**src/sv/permutation_unrank_core_defines.svh**
```systemverilog
// ---------------------------------------------------------------------------
// Permutation unrank core: assertion macros
// Shared concurrent check forms for the unrank controller and datapath.
// ---------------------------------------------------------------------------
`ifndef PERMUTATION_UNRANK_CORE_DEFINES_SVH
`define PERMUTATION_UNRANK_CORE_DEFINES_SVH

// Same-cycle implication, disabled while reset is low
`define PU_ASSERT_NOW(label, clk, rst_n, ante, cons, msg) \
  label: assert property (@(posedge clk) disable iff (!rst_n) (ante) |-> (cons)) \
    else $error(msg);

// Next-cycle implication, disabled while reset is low
`define PU_ASSERT_NEXT(label, clk, rst_n, ante, cons, msg) \
  label: assert property (@(posedge clk) disable iff (!rst_n) (ante) |=> (cons)) \
    else $error(msg);

`endif

```
**src/sv/pu_pkg.sv**
```systemverilog
`timescale 1ns / 1ps
// ---------------------------------------------------------------------------
// Permutation unrank package
// Fixed widths, controller states, command/status bundles and the
// reciprocal table used to split the rank into factorial-base digits.
// ---------------------------------------------------------------------------
package pu_pkg;

  localparam int RANK_W   = 10;
  localparam int CFG_W    = 3;
  localparam int SYM_W    = 3;
  localparam int POS_W    = 3;
  localparam int DIGIT_W  = 3;
  localparam int RADIX_W  = 4;
  localparam int CNT_W    = 4;
  localparam int RECIP_W  = 16;
  localparam int RECIP_SH = 16;

  localparam logic [CFG_W-1:0]   PERM_SIZE_RST = 3'd6;
  localparam logic [RADIX_W-1:0] RADIX_FIRST   = 4'd2;

  typedef enum logic [1:0] {
    ST_IDLE,
    ST_DIV,
    ST_MOD,
    ST_EMIT
  } state_t;

  typedef struct packed {
    logic load;
    logic div;
    logic mod;
    logic emit;
  } cmd_t;

  typedef struct packed {
    logic size_one;
    logic digit_last;
    logic emit_last;
  } status_t;

  // Scaled reciprocal ceil(2^16 / radix); exact quotient for 10-bit dividends
  function automatic logic [RECIP_W-1:0] recip(input logic [RADIX_W-1:0] radix);
    logic [RECIP_W-1:0] m;
    begin
      unique case (radix)
        4'd2:    m = 16'd32768;
        4'd3:    m = 16'd21846;
        4'd4:    m = 16'd16384;
        4'd5:    m = 16'd13108;
        4'd6:    m = 16'd10923;
        4'd7:    m = 16'd9363;
        4'd8:    m = 16'd8192;
        default: m = 16'd0;
      endcase
      return m;
    end
  endfunction

endpackage

```
**src/sv/pu_dpath.sv**
```systemverilog
`timescale 1ns / 1ps
// ---------------------------------------------------------------------------
// Permutation unrank datapath
// Size register, digit extraction by reciprocal multiply, digit store,
// unused-symbol selection and the registered result word.
// ---------------------------------------------------------------------------
`include "permutation_unrank_core_defines.svh"

module pu_dpath #(
  parameter int MAX_SIZE = 6
) (
  input  logic                        clk,
  input  logic                        rst_n,
  input  logic                        cfg_valid,
  input  logic [pu_pkg::CFG_W-1:0]    cfg_data,
  input  logic [pu_pkg::RANK_W-1:0]   in_rank,
  input  pu_pkg::cmd_t                cmd,
  output pu_pkg::status_t             status,
  output logic                        out_strobe,
  output logic [pu_pkg::SYM_W-1:0]    out_element,
  output logic [pu_pkg::POS_W-1:0]    out_position,
  output logic                        out_last
);

  localparam int IDX_W  = (MAX_SIZE > 1) ? $clog2(MAX_SIZE) : 1;
  localparam int NW     = $clog2(MAX_SIZE + 1);
  localparam int PROD_W = pu_pkg::RANK_W + pu_pkg::RECIP_W;
  localparam int QM_W   = pu_pkg::RANK_W + pu_pkg::RADIX_W;

  logic [pu_pkg::CFG_W-1:0]    perm_size_r;
  logic [NW-1:0]               size_r;
  logic [pu_pkg::RANK_W-1:0]   rest_r;
  logic [pu_pkg::RANK_W-1:0]   quot_r;
  logic [pu_pkg::RADIX_W-1:0]  radix_r;
  logic [IDX_W-1:0]            dk_r;
  logic [IDX_W-1:0]            pos_r;
  logic [pu_pkg::DIGIT_W-1:0]  digit_r [MAX_SIZE];
  logic [MAX_SIZE-1:0]         used_r;
  logic                        out_strobe_r;
  logic [pu_pkg::SYM_W-1:0]    out_element_r;
  logic [pu_pkg::POS_W-1:0]    out_position_r;
  logic                        out_last_r;

  logic [pu_pkg::CNT_W-1:0]    perm_ext;
  logic [NW-1:0]               size_eff;
  logic [PROD_W-1:0]           prod;
  logic [QM_W-1:0]             qm;
  logic [pu_pkg::RANK_W-1:0]   remd;
  logic [IDX_W-1:0]            dk_idx;
  logic [pu_pkg::DIGIT_W-1:0]  dig;
  logic [pu_pkg::DIGIT_W-1:0]  seen;
  logic                        found;
  logic [IDX_W-1:0]            pick;

  // Clamp the size register to 1..MAX_SIZE
  always_comb begin
    perm_ext = {1'b0, perm_size_r};
    if (perm_size_r == '0) begin
      size_eff = NW'(1);
    end else if (perm_ext > pu_pkg::CNT_W'(MAX_SIZE)) begin
      size_eff = NW'(MAX_SIZE);
    end else begin
      size_eff = NW'(perm_ext);
    end
  end

  // Quotient by reciprocal, then remainder from the registered quotient
  always_comb begin
    prod   = PROD_W'(rest_r) * PROD_W'(pu_pkg::recip(radix_r));
    qm     = QM_W'(quot_r) * QM_W'(radix_r);
    remd   = rest_r - pu_pkg::RANK_W'(qm);
    dk_idx = dk_r - IDX_W'(1);
  end

  // Find the digit-th symbol not yet used
  always_comb begin
    dig   = digit_r[pos_r];
    seen  = '0;
    found = 1'b0;
    pick  = '0;
    for (int s = 0; s < MAX_SIZE; s++) begin
      if (!found && !used_r[s]) begin
        if (seen == dig) begin
          pick  = IDX_W'(s);
          found = 1'b1;
        end else begin
          seen = seen + 1'b1;
        end
      end
    end
  end

  always_comb begin
    status.size_one   = (size_eff == NW'(1));
    status.digit_last = (dk_r == IDX_W'(1));
    status.emit_last  = (NW'(pos_r) == size_r - NW'(1));
  end

  // Size register: take a word whenever the write channel offers one
  always_ff @(posedge clk) begin
    if (!rst_n) begin
      perm_size_r <= pu_pkg::PERM_SIZE_RST;
    end else if (cfg_valid) begin
      perm_size_r <= cfg_data;
    end
  end

  // Working registers
  always_ff @(posedge clk) begin
    if (cmd.load) begin
      size_r  <= size_eff;
      rest_r  <= in_rank;
      radix_r <= pu_pkg::RADIX_FIRST;
      dk_r    <= IDX_W'(size_eff - NW'(1));
      pos_r   <= '0;
      used_r  <= '0;
      for (int i = 0; i < MAX_SIZE; i++) begin
        digit_r[i] <= '0;
      end
    end
    if (cmd.div) begin
      quot_r <= prod[pu_pkg::RECIP_SH +: pu_pkg::RANK_W];
    end
    if (cmd.mod) begin
      digit_r[dk_idx] <= remd[pu_pkg::DIGIT_W-1:0];
      rest_r          <= quot_r;
      radix_r         <= radix_r + 1'b1;
      dk_r            <= dk_idx;
    end
    if (cmd.emit) begin
      used_r[pick] <= 1'b1;
      pos_r        <= pos_r + 1'b1;
    end
  end

  // Result word, shown for one cycle
  always_ff @(posedge clk) begin
    if (!rst_n) begin
      out_strobe_r <= 1'b0;
    end else begin
      out_strobe_r <= cmd.emit;
    end
  end

  always_ff @(posedge clk) begin
    if (cmd.emit) begin
      out_element_r  <= pu_pkg::SYM_W'(pick);
      out_position_r <= pu_pkg::POS_W'(pos_r);
      out_last_r     <= status.emit_last;
    end
  end

  assign out_strobe   = out_strobe_r;
  assign out_element  = out_element_r;
  assign out_position = out_position_r;
  assign out_last     = out_last_r;

  // Emitted symbol must lie inside the active size
  `PU_ASSERT_NEXT(a_pick_in_range, clk, rst_n, cmd.emit, NW'(out_element_r) < size_r, "pick outside size")
  // A remainder never reaches its radix
  `PU_ASSERT_NOW(a_rem_below_radix, clk, rst_n, cmd.mod, remd < pu_pkg::RANK_W'(radix_r), "remainder too large")

endmodule

```
**src/sv/pu_ctrl.sv**
```systemverilog
`timescale 1ns / 1ps
// ---------------------------------------------------------------------------
// Permutation unrank controller
// Sequences load, digit division/remainder passes and per-position emits.
// ---------------------------------------------------------------------------
`include "permutation_unrank_core_defines.svh"

module pu_ctrl (
  input  logic             clk,
  input  logic             rst_n,
  input  logic             start,
  input  pu_pkg::status_t  status,
  output pu_pkg::cmd_t     cmd,
  output logic             busy
);

  pu_pkg::state_t state_r;
  pu_pkg::state_t state_nxt;

  // Next state
  always_comb begin
    state_nxt = state_r;
    unique case (state_r)
      pu_pkg::ST_IDLE: begin
        if (start) begin
          state_nxt = status.size_one ? pu_pkg::ST_EMIT : pu_pkg::ST_DIV;
        end
      end
      pu_pkg::ST_DIV: begin
        state_nxt = pu_pkg::ST_MOD;
      end
      pu_pkg::ST_MOD: begin
        state_nxt = status.digit_last ? pu_pkg::ST_EMIT : pu_pkg::ST_DIV;
      end
      pu_pkg::ST_EMIT: begin
        if (status.emit_last) begin
          state_nxt = pu_pkg::ST_IDLE;
        end
      end
      default: state_nxt = pu_pkg::ST_IDLE;
    endcase
  end

  // Commands
  always_comb begin
    cmd      = '0;
    busy     = (state_r != pu_pkg::ST_IDLE);
    cmd.load = (state_r == pu_pkg::ST_IDLE) && start;
    cmd.div  = (state_r == pu_pkg::ST_DIV);
    cmd.mod  = (state_r == pu_pkg::ST_MOD);
    cmd.emit = (state_r == pu_pkg::ST_EMIT);
  end

  always_ff @(posedge clk) begin
    if (!rst_n) begin
      state_r <= pu_pkg::ST_IDLE;
    end else begin
      state_r <= state_nxt;
    end
  end

  // At most one datapath command per cycle
  `PU_ASSERT_NOW(a_cmd_onehot, clk, rst_n, 1'b1, $onehot0(cmd), "overlapping commands")
  // A taken word always leaves idle
  `PU_ASSERT_NEXT(a_load_busy, clk, rst_n, cmd.load, busy, "load did not start work")
  // Final position returns the controller to idle
  `PU_ASSERT_NEXT(a_last_idle, clk, rst_n, cmd.emit && status.emit_last, !busy, "no idle after last")
  // Last digit pass hands over to emitting
  `PU_ASSERT_NEXT(a_mod_emit, clk, rst_n, cmd.mod && status.digit_last, cmd.emit, "digits not followed by emit")

endmodule

```
**src/sv/permutation_unrank_core.sv**
```systemverilog
`timescale 1ns / 1ps
// ---------------------------------------------------------------------------
// Permutation unrank core
// Turns a rank into the lexicographic permutation of 0..n-1, one word per
// position.
// ---------------------------------------------------------------------------
// Usage:
//   Input: drive in_rank and pulse start while busy is low; the word is taken
//   at that edge. Ranks of n! or more wrap modulo n!.
//   Config: cfg_data is the permutation size n (0 acts as 1, values above
//   MAX_SIZE clamp to MAX_SIZE); a word is taken whenever cfg_valid is high.
//   Write it only while busy is low and no result is pending.
//   Output: n result words, one per cycle, each on out_element/out_position/
//   out_last for exactly one cycle while out_strobe is high; out_last marks
//   position n-1. The receiver cannot stall.
//   Sequence: the word loads at the accepting edge; then a reciprocal
//   multiply and a remainder pass for each of the n-1 digits, then one
//   emit per position. busy stays high until the last position is
//   emitted, so a new word is taken only after the previous rank has
//   been fully emitted.
//   Reset: the size returns to 6 and any rank in progress is dropped.
// ---------------------------------------------------------------------------

module permutation_unrank_core #(
  parameter int MAX_SIZE = 6
) (
  input  logic                       clk,
  input  logic                       rst_n,
  input  logic                       start,
  output logic                       busy,
  input  logic [pu_pkg::RANK_W-1:0]  in_rank,
  output logic                       out_strobe,
  output logic [pu_pkg::SYM_W-1:0]   out_element,
  output logic [pu_pkg::POS_W-1:0]   out_position,
  output logic                       out_last,
  input  logic                       cfg_valid,
  output logic                       cfg_ready,
  input  logic [pu_pkg::CFG_W-1:0]   cfg_data
);

  pu_pkg::cmd_t    cmd;
  pu_pkg::status_t status;

  // Size register accepts every offered word
  assign cfg_ready = 1'b1;

  pu_ctrl u_ctrl (
    .clk    (clk),
    .rst_n  (rst_n),
    .start  (start),
    .status (status),
    .cmd    (cmd),
    .busy   (busy)
  );

  pu_dpath #(
    .MAX_SIZE (MAX_SIZE)
  ) u_dpath (
    .clk          (clk),
    .rst_n        (rst_n),
    .cfg_valid    (cfg_valid),
    .cfg_data     (cfg_data),
    .in_rank      (in_rank),
    .cmd          (cmd),
    .status       (status),
    .out_strobe   (out_strobe),
    .out_element  (out_element),
    .out_position (out_position),
    .out_last     (out_last)
  );

endmodule

```
**config.mk**
```make
export PLATFORM = sky130hd
export DESIGN_NAME = permutation_unrank_core
export DESIGN_NICKNAME = d
export VERILOG_FILES = /design/src/sv/pu_pkg.sv /design/src/sv/pu_dpath.sv /design/src/sv/pu_ctrl.sv /design/src/sv/permutation_unrank_core.sv
export VERILOG_INCLUDE_DIRS = /design/src /design/src/sv
export SDC_FILE = /design/constraint.sdc
export NUM_CORES = 1
export LEC_CHECK = 0
export BUFFER_PORTS_ARGS = -buffer_cell sky130_fd_sc_hd__buf_2
export CORE_UTILIZATION = 42
export CTS_CLUSTER_DIAMETER = 30
export DETAILED_ROUTE_END_ITERATION = 8
export HOLD_SLACK_MARGIN = 0.08
export SETUP_SLACK_MARGIN = 0.15
export SYNTH_ARGS = -nofsm -noshare
export SYNTH_HDL_FRONTEND = slang
export SYNTH_SLANG_ARGS = --single-unit
```
**constraint.sdc**
```tcl
create_clock -name clk -period 6.5 [get_ports clk]
set_input_delay 1.3 -clock clk [delete_from_list [all_inputs] [get_ports clk]]
set_output_delay 1.3 -clock clk [all_outputs]
set_load 0.1 [all_outputs]
```
-- Word level (Yosys, flattened, before mapping)
Memory sizes are Yosys's and may differ from the RTL's. A register that Yosys moved wholly into a read port is not among the register bits.
Cells that the tools add are included.
- logic and storage cells: 133
- memory bits (writable): 18
- register bits after elaboration: 52
- memories kept: 1
- mux-type cells: 58
- reduce and logical (&&, ||, !) cells: 25
- bitwise operators: 1
- order comparisons: 3
- multipliers: 2
- equality and inequality tests: 20
- add/subtract/negate cells: 10
- memories (memory ; words ; width ; read ports ; clocked after Yosys merged registers in ; write ports ; RTL line ; RTL):
    u_dpath.digit_r ; 6 ; 3 ; 1 ; 1 ; 6 ; pu_dpath.sv:37 ; logic [pu_pkg::DIGIT_W-1:0] digit_r [MAX_SIZE];
- operator list (operator ; number):
    16-bit case mux with 7 select lines ; 1
    3-bit 2-to-1 mux ; 27
    10-bit by 16-bit multiplier with 26-bit output ; 1
    10-bit 2-to-1 mux ; 2
    3-bit == test ; 6
    1-bit 2-to-1 mux ; 18
    4-bit by 3-bit == test with 1-bit output, second input constant ; 4
    3-bit by 1-bit adder with 3-bit output, second input constant ; 5
    6-bit 2-to-1 mux ; 2
    1-bit logical NOT ; 10
    10-bit by 4-bit multiplier with 3-bit output ; 1
    3-bit by 1-bit subtractor with 3-bit output, second input constant ; 3
    4-bit by 2-bit == test with 1-bit output, second input constant ; 2
    2-bit 2-to-1 mux ; 4
    4-bit 2-to-1 mux ; 2
    2-bit case mux with 4 select lines ; 1
    1-bit logical AND ; 7
    3-bit by 1-bit == test with 1-bit output, second input constant ; 2
    3-bit logical NOT ; 2
    6-bit OR ; 1
    2-bit nonzero test ; 3
    4-bit by 1-bit adder with 4-bit output, second input constant ; 1
    2-bit == test, second input constant ; 2
    4-bit == test, second input constant ; 1
    10 further kinds ; 11

-- Longest topological paths before layout
Gate-level depths: netlist of run 1.
- depth after elaboration: 24
- depth in mapped cells: 29
- gate-level depth less buffers: 27

-- By module
From an unflattened synthesis of run 1, not the netlist that was laid out.
- cells, all modules: 865
- area, all modules: 8748.4 um^2
- modules (own cells, without submodules) (module ; area an instance (um^2) ; times used ; sequential area each (um^2) ; cells each):
    pu_dpath ; 8617.0 ; 1 ; 2182.1 ; 848
    pu_ctrl ; 120.1 ; 1 ; 40.0 ; 15
    permutation_unrank_core ; 11.3 ; 1 ; 0.0 ; 2

-- Least setup slack after synthesis of run 1
No wires, ideal clock.
- kind: register to register
- start: register u_dpath.radix_r[0] in the netlist's numbering
- end: register u_dpath.quot_r[8] in the netlist's numbering, data pin
- clock period less this slack: 6.705 ns
- arrival time: 6.525 ns
- stages on the path, launching flop included: 29
- buffers on the path: 2
- setup time: 0.180 ns
- setup slack: -0.205 ns
- cell sequence: edfxtp_1 > inv_1 > ha_1 > clkbuf_1 > o21a_1 > clkbuf_1 > nand2_1 > fa_1 > inv_1 > fa_1 > inv_1 > fa_1 > inv_1 > fa_1 > inv_1 > fa_1 > inv_1 > ha_1 > nand4_1 > nor2_1 > and2_1 > nand4_1 > nor2b_1 > o31ai_1 > a21boi_1 > o21ai_0 > a2111oi_0 > o21ai_0 > a221oi_1
- word-level cells in the longest chain between the ends: 3
- elaborated cells on any way between the ends: 9
- those cells by class: 1 x mul; 7 x eq/ne; 1 x mux
- RTL lines (element ; RTL line ; RTL):
    start: declaration ; pu_dpath.sv:34 ; logic [pu_pkg::RADIX_W-1:0] radix_r;
    start signal: assignment ; pu_dpath.sv:113 ; radix_r <= pu_pkg::RADIX_FIRST;
    start signal: assignment ; pu_dpath.sv:127 ; radix_r <= radix_r + 1'b1;
    4-bit == test, or another cell as far along ; pu_pkg.sv:46 ; unique case (radix)
    16-bit case mux with 7 select lines (*) ; pu_pkg.sv:46 ;
    10-bit by 16-bit multiplier with 26-bit output (*) ; pu_dpath.sv:69 ; prod = PROD_W'(rest_r) * PROD_W'(pu_pkg::recip(radix_r));
    named net u_dpath.prod[24] ; pu_dpath.sv:46 ; logic [PROD_W-1:0] prod;
    end signal: assignment ; pu_dpath.sv:122 ; quot_r <= prod[pu_pkg::RECIP_SH +: pu_pkg::RANK_W];
    end: declaration ; pu_dpath.sv:33 ; logic [pu_pkg::RANK_W-1:0] quot_r;
Mark *: on every way through the listed nets, which the timed path passes. The rest lies on a longest branch.
A chain may end at the register's enable or synchronous reset.

-- Worst setup path after layout of run 1
- start: register u_dpath.radix_r[1] in the netlist's numbering
- end: register u_dpath.quot_r[8] in the netlist's numbering, data pin
The elaborated chain is that of the path after synthesis.

==> results of run 1 <==
-- timing repair --
action / CTS / global route
gates cloned: 0 / 1
hold endpoints to repair: 0 / 0
pin swaps: 14 / 71
buffers inserted: 1 / 12
setup endpoints to repair: 6 / 8
resized for setup: 15 / 89
-- sequential cells by signal, summed over array words and instances (netlist names), 3 cells and up, named ones only --
name,flops
u_dpath.radix_r,4
u_dpath.out_position,3
u_dpath.pos_r,3
u_dpath.out_element,3
u_dpath.rest_r,10
u_dpath.dk_r,3
u_dpath.digit_r,24
u_dpath.used_r,6
u_dpath.perm_size_r,3
u_dpath.size_r,3
u_dpath.quot_r,10
-- cell usage after synthesis, drive strengths merged, types with 7 or more instances --
cell type	n
a21oi	17
and3	11
dfxtp	15
xor2	7
and2	51
mux2i	13
nor3	9
nand2b	10
clkbuf	29
fa	110
nor2	44
edfxtp	64
xnor2	25
nor2b	14
o21ai	17
nand3	11
ha	75
inv	159
nand2	128
-- worst max-delay path by stage --
stage / startpoint / end / slack [ns] / cells past startpoint
2_1_floorplan: u_dpath.radix_r[0] / u_dpath.quot_r[9] / 0.15 / 27
3_3_place_gp: u_dpath.radix_r[1] / u_dpath.quot_r[9] / -0.1 / 28
3_5_place_dp: u_dpath.radix_r[1] / u_dpath.quot_r[8] / -0.32 / 28
4_1_cts: u_dpath.radix_r[1] / u_dpath.quot_r[8] / 0.004 / 29
5_1_grt: u_dpath.radix_r[1] / u_dpath.quot_r[8] / -0.22 / 29
6_report: u_dpath.radix_r[1] / u_dpath.quot_r[8] / 0.02 / 28
-- metal layers --
layer | GRT usage, % | wire length, µm
met1 | 28.3 | 9780
met2 | 31.8 | 9790
met3 | 2.54 | 636
met4 | 4.74 | 287
met5 | 0 | 0
-- cell families after synthesis --
group	count (synthesis)
buf+inv	191
compound gates	87
flops	79
fa+ha+maj	186
other cells	1
mux	17
simple gates	296
xor+xnor	33
-- per-stage QoR --
| stage | hold WS [ns] | cells | setup TNS (ns) | total power (µW) | setup WS, ns |
|---|---|---|---|---|---|
| after floorplan | 0.436 | 890 | 0 | 3020 | 0.151 |
| after global placement | 0.414 | 1228 | -0.254 | 3820 | -0.0977 |
| after detailed placement | 0.421 | 1228 | -0.888 | 3840 | -0.322 |
| after CTS | 0.438 | 1245 | 0 | 4350 | 0.00388 |
| after global routing | 0.456 | 1258 | -0.667 | 5020 | -0.225 |
| final | 0.435 | 1258 | 0 | 4590 | 0.0203 |
-- cell type report --
class,instances,area [µm²]
clock buffers,10,229
clock inverters,6,53.8
fillers,1813,9800
inverters,159,597
multi-input cells,620,6130
flip-flops and latches,79,2220
well taps,270,338
repair buffers,114,870
-- report_power, final --
group	total [µW]	internal [µW]	switching [µW]
Sequential	782	692	89.8
Clock	476	265	211
Combinational	3330	1520	1810
==> results_dict.tcl, run 1 <==
set metrics [dict create \
    syn_area_per_cell_um2 9.77 \
    cts_buffer_depth 2 \
    die_height_um 146 \
    r2r_end "u_dpath.quot_r[8]" \
    core_um2 20200 \
    period_needed_ns 6.48 \
    r2r_cells 28 \
    final_area_um2 10400 \
    finalWirelength_um 20500 \
    synthMuxAreaShare_pct 2.40 \
    num_rows 52 \
    grt_overflow 0 \
    synth_top_family_by_area "adder cells" \
    synth_area_leaders "fa_1, edfxtp_1, ha_1, inv_1, nand2_1" \
    die-area_um2 21300 \
    first_pass_iters 5 \
    synth-compound-area-share_pct 7.43 \
    clock_sinks 79 \
    async_flop_share_pct 0 \
    path_delay_family "adder cells" \
    synthAdderAreaFrac_pct 36.2 \
    holdPathEnd "u_dpath.size_r[1]" \
    holdCritPathClass "reg -> reg" \
    drive_gt1_share_pct 22.9 \
    ys_warn_count 0 \
    min_from "u_dpath.perm_size_r[1]" \
    post-route-period-util_pct 99.7 \
    antenna_found_initial 0 \
    grt_max_degree 27 \
    rr_startpoint "u_dpath.radix_r[1]" \
    h-tree-depth 3 \
    postCtsHoldBufs 0 \
    dieWidth_um 146 \
    start_util_pct 43.0 \
    synth-seq-cells 79 \
    wl_per_cell_um 16.3 \
    rsz0062_at_grt "yes" \
    cp_slowest_cell "fa_1" \
    drc_errors 0 \
    synth.top_cell.area_share_pct 25.3 \
    endpoint_kind "flip-flop" \
    slowest_delay_ns 0.56 \
    synth_seq_area_share_pct 25.6 \
    leakagePower_uw 0.00499 \
    vias_per_cell 5.01 \
    layout_commonest_cell "inv_1" \
    grt_usage_pct 19.8 \
    drtAntennaViolNets 0 \
    cts_root_buf "clkbuf_16" \
    synth_enable_flop_cells 64 \
    slew_headroom_pct 31.2 \
    drv_slew 0 \
    worstSetupPathType "reg -> reg" \
    placed_area_um2 9620 \
    num_vias 6303 \
    whs_path_depth 0 \
    ys_types 69 \
    cp.required_ns 6.67 \
    peakVddDrop_mv 0.228 \
    syn_inst 890 \
    hpwl_um 16800 \
    synth_top_area_cell "fa_1" \
    clock_latency_ns 0.34 \
    startpoint_type "flip-flop" \
    cp.arrival_ns 6.65 \
    crit_buf_inv 7 \
    gp_congestion 0.870 \
    worstPathMaxFanout 6 \
    synth-simple-area-share_pct 16.4 \
    worstMarginPinSlew_ns 1.03 \
    p_per_area_nw_per_um2 440 \
    cts_tree "yes" \
    io_buffers 25 \
    clkTransAtPathRegs_ns 0.07 \
    synth_area_um2 8690 \
    grt_pass1_vias 6352 \
    grt_pass1_wl_um 32700 \
    synth_xor_area_share_pct 3.48 \
    final_cell_mix "inv_1, nand2_1, fa_1" \
    numCtsBuffers 9 \
    ff2ff_setup_slack_ns 0.02 \
    final_util_pct 51.6 \
    max_freq_ghz 0.154 \
    drv_cap 0 \
    antenna_cells 0 \
    ioPinCount 27 \
    synth_nets 1092 \
    drtIter0Drc 374 \
    area_delta_synth_final_pct 20.1 \
    outcome "finished clean" \
    final-hold-violation-count 0 \
    setup_violations 0 \
    finalClockSkew_ns 0.0139 \
    final_net_count 1185 \
    ys.flop_type "edfxtp_1" \
]
(Power assumes the default switching activity.)
==> inputs of run 2 (changes only) <==
--- a/config.mk
+++ b/config.mk
@@ -6,6 +6,7 @@
 export SDC_FILE = /design/constraint.sdc
 export NUM_CORES = 1
 export LEC_CHECK = 0
+export ABC_AREA = 1
 export BUFFER_PORTS_ARGS = -buffer_cell sky130_fd_sc_hd__buf_2
 export CORE_UTILIZATION = 42
 export CTS_CLUSTER_DIAMETER = 30
==> run 2 against run 1 <==
Combinational power fell by 45%. Clock power up 8.4%. Final cell count rose by 8.1%. Register-to-register slack better by 0.41 ns. Final area down 3.3%. Clock-buffer cell count is 1 lower. Critical endpoint unchanged. Sequential power down 15%. Critical path depth shrank 4. Non-clock buffer count decreased by 38.
==> results_dict.tcl, run 2 <==
set metrics [dict create \
    die_height_um 146 \
    core_um2 20300 \
    wl_per_cell_um 15.2 \
    p_int_uw 1620 \
    final_net_count 1287 \
    switchingPower_uw 1400 \
    area_delta_synth_final_pct 16.0 \
    cp.arrival_ns 6.14 \
    finalWirelength_um 20700 \
    drtIter0Drc 381 \
    synth_enable_flop_cells 64 \
    top_regs "u_dpath.digit_r (24), u_dpath.quot_r (10), u_dpath.rest_r (10)" \
    worstSetupPathType "reg -> reg" \
    gp_congestion 0.943 \
    crit_chain "buf_6, ha_1, nand2_2, buf_12, nand2_8, inv_6, nor2_2, buf_4, fa_1, fa_1, fa_1, inv_1, fa_1, inv_1, fa_1, ha_4, a21oi_2, o21ai_0, a21oi_1, nand2_1, a211o_1, nand4_1, nand2_1, xor2_2" \
    endpoint_kind "flip-flop" \
    syn_inst 1012 \
    grt_overflow 0 \
    dieWidth_um 146 \
    grt_max_degree 23 \
    finalClockSkew_ns 0.00845 \
    tns_ns 0 \
    drtAntennaViolNets 0 \
    synth_top_area_cell "fa_1" \
    sw_frac_of_total_pct 46.3 \
    post-route-period-util_pct 93.4 \
    worstMarginPinSlew_ns 0.773 \
    num_vias 6639 \
    period_needed_ns 6.07 \
    final-hold-violation-count 0 \
    slew_headroom_pct 48.3 \
    numCtsBuffers 9 \
    synth_area_leaders "fa_1, edfxtp_1, ha_1, inv_1, nand2_1" \
    max_freq_ghz 0.165 \
    slowest_delay_ns 0.58 \
    layout_commonest_cell "inv_1" \
    outcome "finished clean" \
    grt_pass1_vias 6531 \
    postCtsHoldBufs 0 \
    path_delay_family "adder cells" \
    p_per_area_nw_per_um2 299 \
    seq_power_share_pct 22.0 \
    crit_top_cell "fa_1" \
    grt_usage_pct 20.1 \
    vias_per_cell 4.88 \
    worstPathMaxFanout 6 \
    peakVddDrop_mv 0.215 \
    synth_area_um2 8710 \
    die-area_um2 21300 \
    grt_pass1_wl_um 33300 \
    synth.top_cell.area_share_pct 25.3 \
    drv_slew 0 \
    synth.most_common_cell "inv_1" \
    clkTransAtPathRegs_ns 0.06 \
    drive_gt1_share_pct 17.7 \
    cts_root_buf "clkbuf_16" \
    ys_warn_count 0 \
    ys_types 46 \
    fill_cells 1956 \
    drc_errors 0 \
    holdCritPathClass "reg -> reg" \
    synth_seq_area_share_pct 25.5 \
    hpwl_um 17200 \
    final_cell_mix "inv_1, nand2_1, fa_1" \
    crit_buf_inv 6 \
    start_util_pct 42.9 \
    h-tree-depth 3 \
    startpoint_type "flip-flop" \
    leakagePower_uw 0.00512 \
    cp_slowest_cell "fa_1" \
    largest_reg_flops 24 \
    synth-seq-cells 79 \
    antenna_found_initial 0 \
    antenna_cells 0 \
    drv_cap 0 \
    synth_nets 1214 \
    final_util_pct 49.7 \
    ys.flop_type "edfxtp_1" \
    cts_buffer_depth 2 \
    setup_violations 0 \
    cts_tree "yes" \
    top_register "u_dpath.digit_r" \
    clock_sinks 79 \
    cp.required_ns 6.57 \
    num_rows 52 \
    async_flop_share_pct 0 \
    syn_area_per_cell_um2 8.60 \
    rsz0062_at_grt "yes" \
    p_clk_share_pct 17.1 \
    ioPinCount 27 \
    clock_latency_ns 0.34 \
    first_pass_iters 5 \
    netlist_top_cells_count "inv_1, nand2_1, nor2_1, fa_1, ha_1" \
    io_buffers 25 \
    comb_power_share_pct 60.8 \
]
==> run 2: worst paths after layout <==
check                              start  slack (ns)           endpoint  depth (start not counted)
hold / removal    u_dpath.perm_size_r[2]        0.46  u_dpath.size_r[2]                          0
setup / recovery      u_dpath.radix_r[0]        0.43  u_dpath.quot_r[8]                         24
setup reg to reg      u_dpath.radix_r[0]        0.43  u_dpath.quot_r[8]                         24
hold reg to reg   u_dpath.perm_size_r[2]        0.46  u_dpath.size_r[2]                          0
==> run 2: logic make-up after synthesis <==
family	count (synthesis)	share of synthesized area (%)
simple gates	405	20.2
buf+inv	249	11.0
compound gates	70	4.86
other cells	1	0.0431
fa+ha+maj	185	36.1
xor+xnor	23	2.31
flops	79	25.5
==> run 2: repair_timing <==
| item | CTS | global route |
|---|---|---|
| setup buffers | 2 | 17 |
| gates cloned | 0 | 1 |
| gates resized for setup | 1 | 81 |
| setup endpoints to repair | 3 | 7 |
| pin swaps | 1 | 20 |
==> run 2: stage by stage <==
stage          hold WS (ns)  total power, µW  setup slack [ns]  std cells  instance area [µm²]
2_1_floorplan         0.426             1940             0.289       1012                 8710
3_3_place_gp          0.440             2320             0.122       1324                 9330
3_5_place_dp          0.439             2350            0.0149       1324                 9330
4_1_cts               0.454             2880             0.141       1342                 9650
5_1_grt               0.473             3320             0.102       1360                10100
6_report              0.456             3020             0.430       1360                10100
==> run 2: metal layers <==
metal  global-route usage [%]  vias to the layer above  share of wire, %
met2                     31.6                      134                47
met4                     5.00                        0               1.6
met1                     29.1                     3214                47
met5                        0                        -                 0
met3                     2.92                       20               4.3
li1                         -                     3271                 -
==> run 2: area by class of cell <==
type,count,area (µm²),share of cell area (%)
clock inverters,7,81.3,0.806
inverters,235,887,8.79
multi-input cells,684,5810,57.5
well taps,270,338,3.35
flip-flops and latches,79,2220,22.0
clock buffers,9,225,2.23
repair buffers,76,537,5.32
==> run 2: power groups by stage <==
stage | sequential (µW) | clock (µW) | combinational (µW)
after CTS | 663 | 523 | 1700
after floorplan | 663 | 0 | 1280
after global placement | 674 | 0 | 1650
after global routing | 670 | 540 | 2110
final | 665 | 516 | 1830
after detailed placement | 674 | 0 | 1670
==> inputs of run 3 (changes only) <==
--- a/config.mk
+++ b/config.mk
@@ -9,6 +9,7 @@
 export ABC_AREA = 1
 export BUFFER_PORTS_ARGS = -buffer_cell sky130_fd_sc_hd__buf_2
 export CORE_UTILIZATION = 42
+export CTS_BUF_LIST = sky130_fd_sc_hd__clkbuf_8
 export CTS_CLUSTER_DIAMETER = 30
 export DETAILED_ROUTE_END_ITERATION = 8
 export HOLD_SLACK_MARGIN = 0.08
==> run 3 against run 2 <==
Power down 6.3%. Combinational power down 3%. Final area down 2.2%. Final cell count down 0.59%. Sequential share of layout area up 0.49 points. Clock skew up 0.0014 ns. Flip-flop and latch count unchanged. Non-clock buffer count down 8. First-iteration DRC count down 17%. Routed wire length down 0.80%. Critical path type unchanged.
==> results_dict.tcl, run 3 (same netlist as run 2, synthesis figures left out) <==
set metrics [dict create \
    top_regs "u_dpath.digit_r (24), u_dpath.quot_r (10), u_dpath.rest_r (10)" \
    first_pass_iters 5 \
    final_net_count 1279 \
    worstPathMaxFanout 6 \
    antenna_cells 0 \
    gp_congestion 0.943 \
    h-tree-depth 3 \
    finalWirelength_um 20500 \
    sw_frac_of_total_pct 48.4 \
    slowest_delay_ns 0.55 \
    vias_per_cell 4.89 \
    r2r_cells 25 \
    top_register "u_dpath.digit_r" \
    final_cell_mix "inv_1, nand2_1, fa_1" \
    postCtsHoldBufs 0 \
    rr_startpoint "u_dpath.radix_r[1]" \
    io_buffers 25 \
    num_rows 52 \
    die-area_um2 21300 \
    seq_power_share_pct 23.5 \
    area_delta_synth_final_pct 13.4 \
    drv_cap 0 \
    slew_headroom_pct 48.2 \
    comb_power_share_pct 63.0 \
    drtAntennaViolNets 0 \
    grt_overflow 0 \
    peakVddDrop_mv 0.198 \
    clkTransAtPathRegs_ns 0.09 \
    rsz0062_at_grt "yes" \
    holdWs_ns 0.460 \
    endpoint_kind "flip-flop" \
    worstMarginPinSlew_ns 0.775 \
    outcome "finished clean" \
    grt_pass1_wl_um 33300 \
    num_vias 6605 \
    start_util_pct 42.9 \
    min_from "u_dpath.used_r[0]" \
    numCtsBuffers 9 \
    switchingPower_uw 1370 \
    hpwl_um 17200 \
    holdCritPathClass "reg -> reg" \
    setup_violations 0 \
    cp.required_ns 6.61 \
    dieWidth_um 146 \
    core_um2 20300 \
    crit_top_cell "fa_1" \
    p_int_uw 1460 \
    cp.arrival_ns 6.18 \
    leakagePower_uw 0.00503 \
    wl_per_cell_um 15.2 \
    grt_usage_pct 20.2 \
    max_freq_ghz 0.165 \
    final-hold-violation-count 0 \
    holdPathEnd "u_dpath.used_r[0]" \
    cts_buffer_depth 2 \
    power_uw 2830 \
    worstSetupPathType "reg -> reg" \
    clock_latency_ns 0.37 \
    cp_slowest_cell "fa_1" \
    p_clk_share_pct 13.5 \
    drive_gt1_share_pct 16.5 \
    fill_cells 2002 \
    drtIter0Drc 318 \
    p_per_area_nw_per_um2 286 \
    clock_sinks 79 \
    tns_ns 0 \
    finalClockSkew_ns 0.00982 \
    drv_slew 0 \
    die_height_um 146 \
    ioPinCount 27 \
    ff2ff_setup_slack_ns 0.42 \
    crit_path_start "u_dpath.radix_r[1]" \
    whs_path_depth 2 \
    layout_commonest_cell "inv_1" \
    worst_slack_ns 0.423 \
    largest_reg_flops 24 \
    post-route-period-util_pct 93.5 \
    r2r_end "u_dpath.quot_r[8]" \
    grt_max_degree 23 \
    place_ws_ns 0.0149 \
    cts_tree "yes" \
    antenna_found_initial 0 \
    cts_root_buf "clkbuf_8" \
    startpoint_type "flip-flop" \
    period_needed_ns 6.08 \
    drc_errors 0 \
    grt_pass1_vias 6507 \
]
run 3: worst max-delay path, delay by kind of cell (launching register included):
family                     cells  cell delay (ns)
adders and majority gates      7             3.08
AOI/OAI and AO/OA              4             0.82
buffers and inverters          7             0.74
DFF                            1             0.50
and+or+nand+nor                6             0.50
xor gates and xnor gates       1             0.17
run 3: power groups by stage:
stage	sequential [µW]	combinational, µW	clock, µW
finish	664	1780	383
global route	670	2050	408
CTS	662	1690	392
detailed placement	674	1670	0
global placement	674	1650	0
floorplan	663	1280	0
run 3: through the flow:
stage,instance area [µm²],util [%],instances
4_1_cts,9540,47.0,1341
2_1_floorplan,8710,-,1012
6_report,9880,48.7,1352
5_1_grt,9880,48.7,1352
3_5_place_dp,9330,46.0,1324
3_3_place_gp,9330,46.0,1324
run 3: repair_timing:
action / CTS / global route
gates cloned: 0 / 1
pin swaps: 1 / 17
setup buffers: 1 / 10
gates resized for setup: 1 / 73
endpoints found under the setup margin: 3 / 7
run 3: per-layer routing:
| metal | wire [µm] | GRT usage (%) | up-vias | part of all wire, % |
|---|---|---|---|---|
| li1 | - | - | 3247 | - |
| met1 | 9690 | 28.9 | 3185 | 47 |
| met2 | 9520 | 31.7 | 155 | 46 |
| met3 | 1050 | 3.86 | 18 | 5.1 |
| met4 | 284 | 5.00 | 0 | 1.4 |
| met5 | 0 | 0 | - | 0 |
run 3: how the worst max path moves through the flow:
stage,endpoint,slack [ns]
3_5_place_dp,u_dpath.quot_r[9],0.01
3_3_place_gp,u_dpath.quot_r[9],0.12
5_1_grt,u_dpath.quot_r[9],0.09
4_1_cts,u_dpath.quot_r[9],0.12
6_report,u_dpath.quot_r[8],0.42
2_1_floorplan,u_dpath.quot_r[9],0.29
run 3: layout make-up:
type	instances	area (µm²)	share of cell area, %
repair buffers	68	464	4.70
inverters	235	887	8.98
multi-input cells	684	5760	58.3
clock inverters	7	81.3	0.823
well taps	270	338	3.42
flip-flops and latches	79	2220	22.5
clock buffers	9	124	1.25
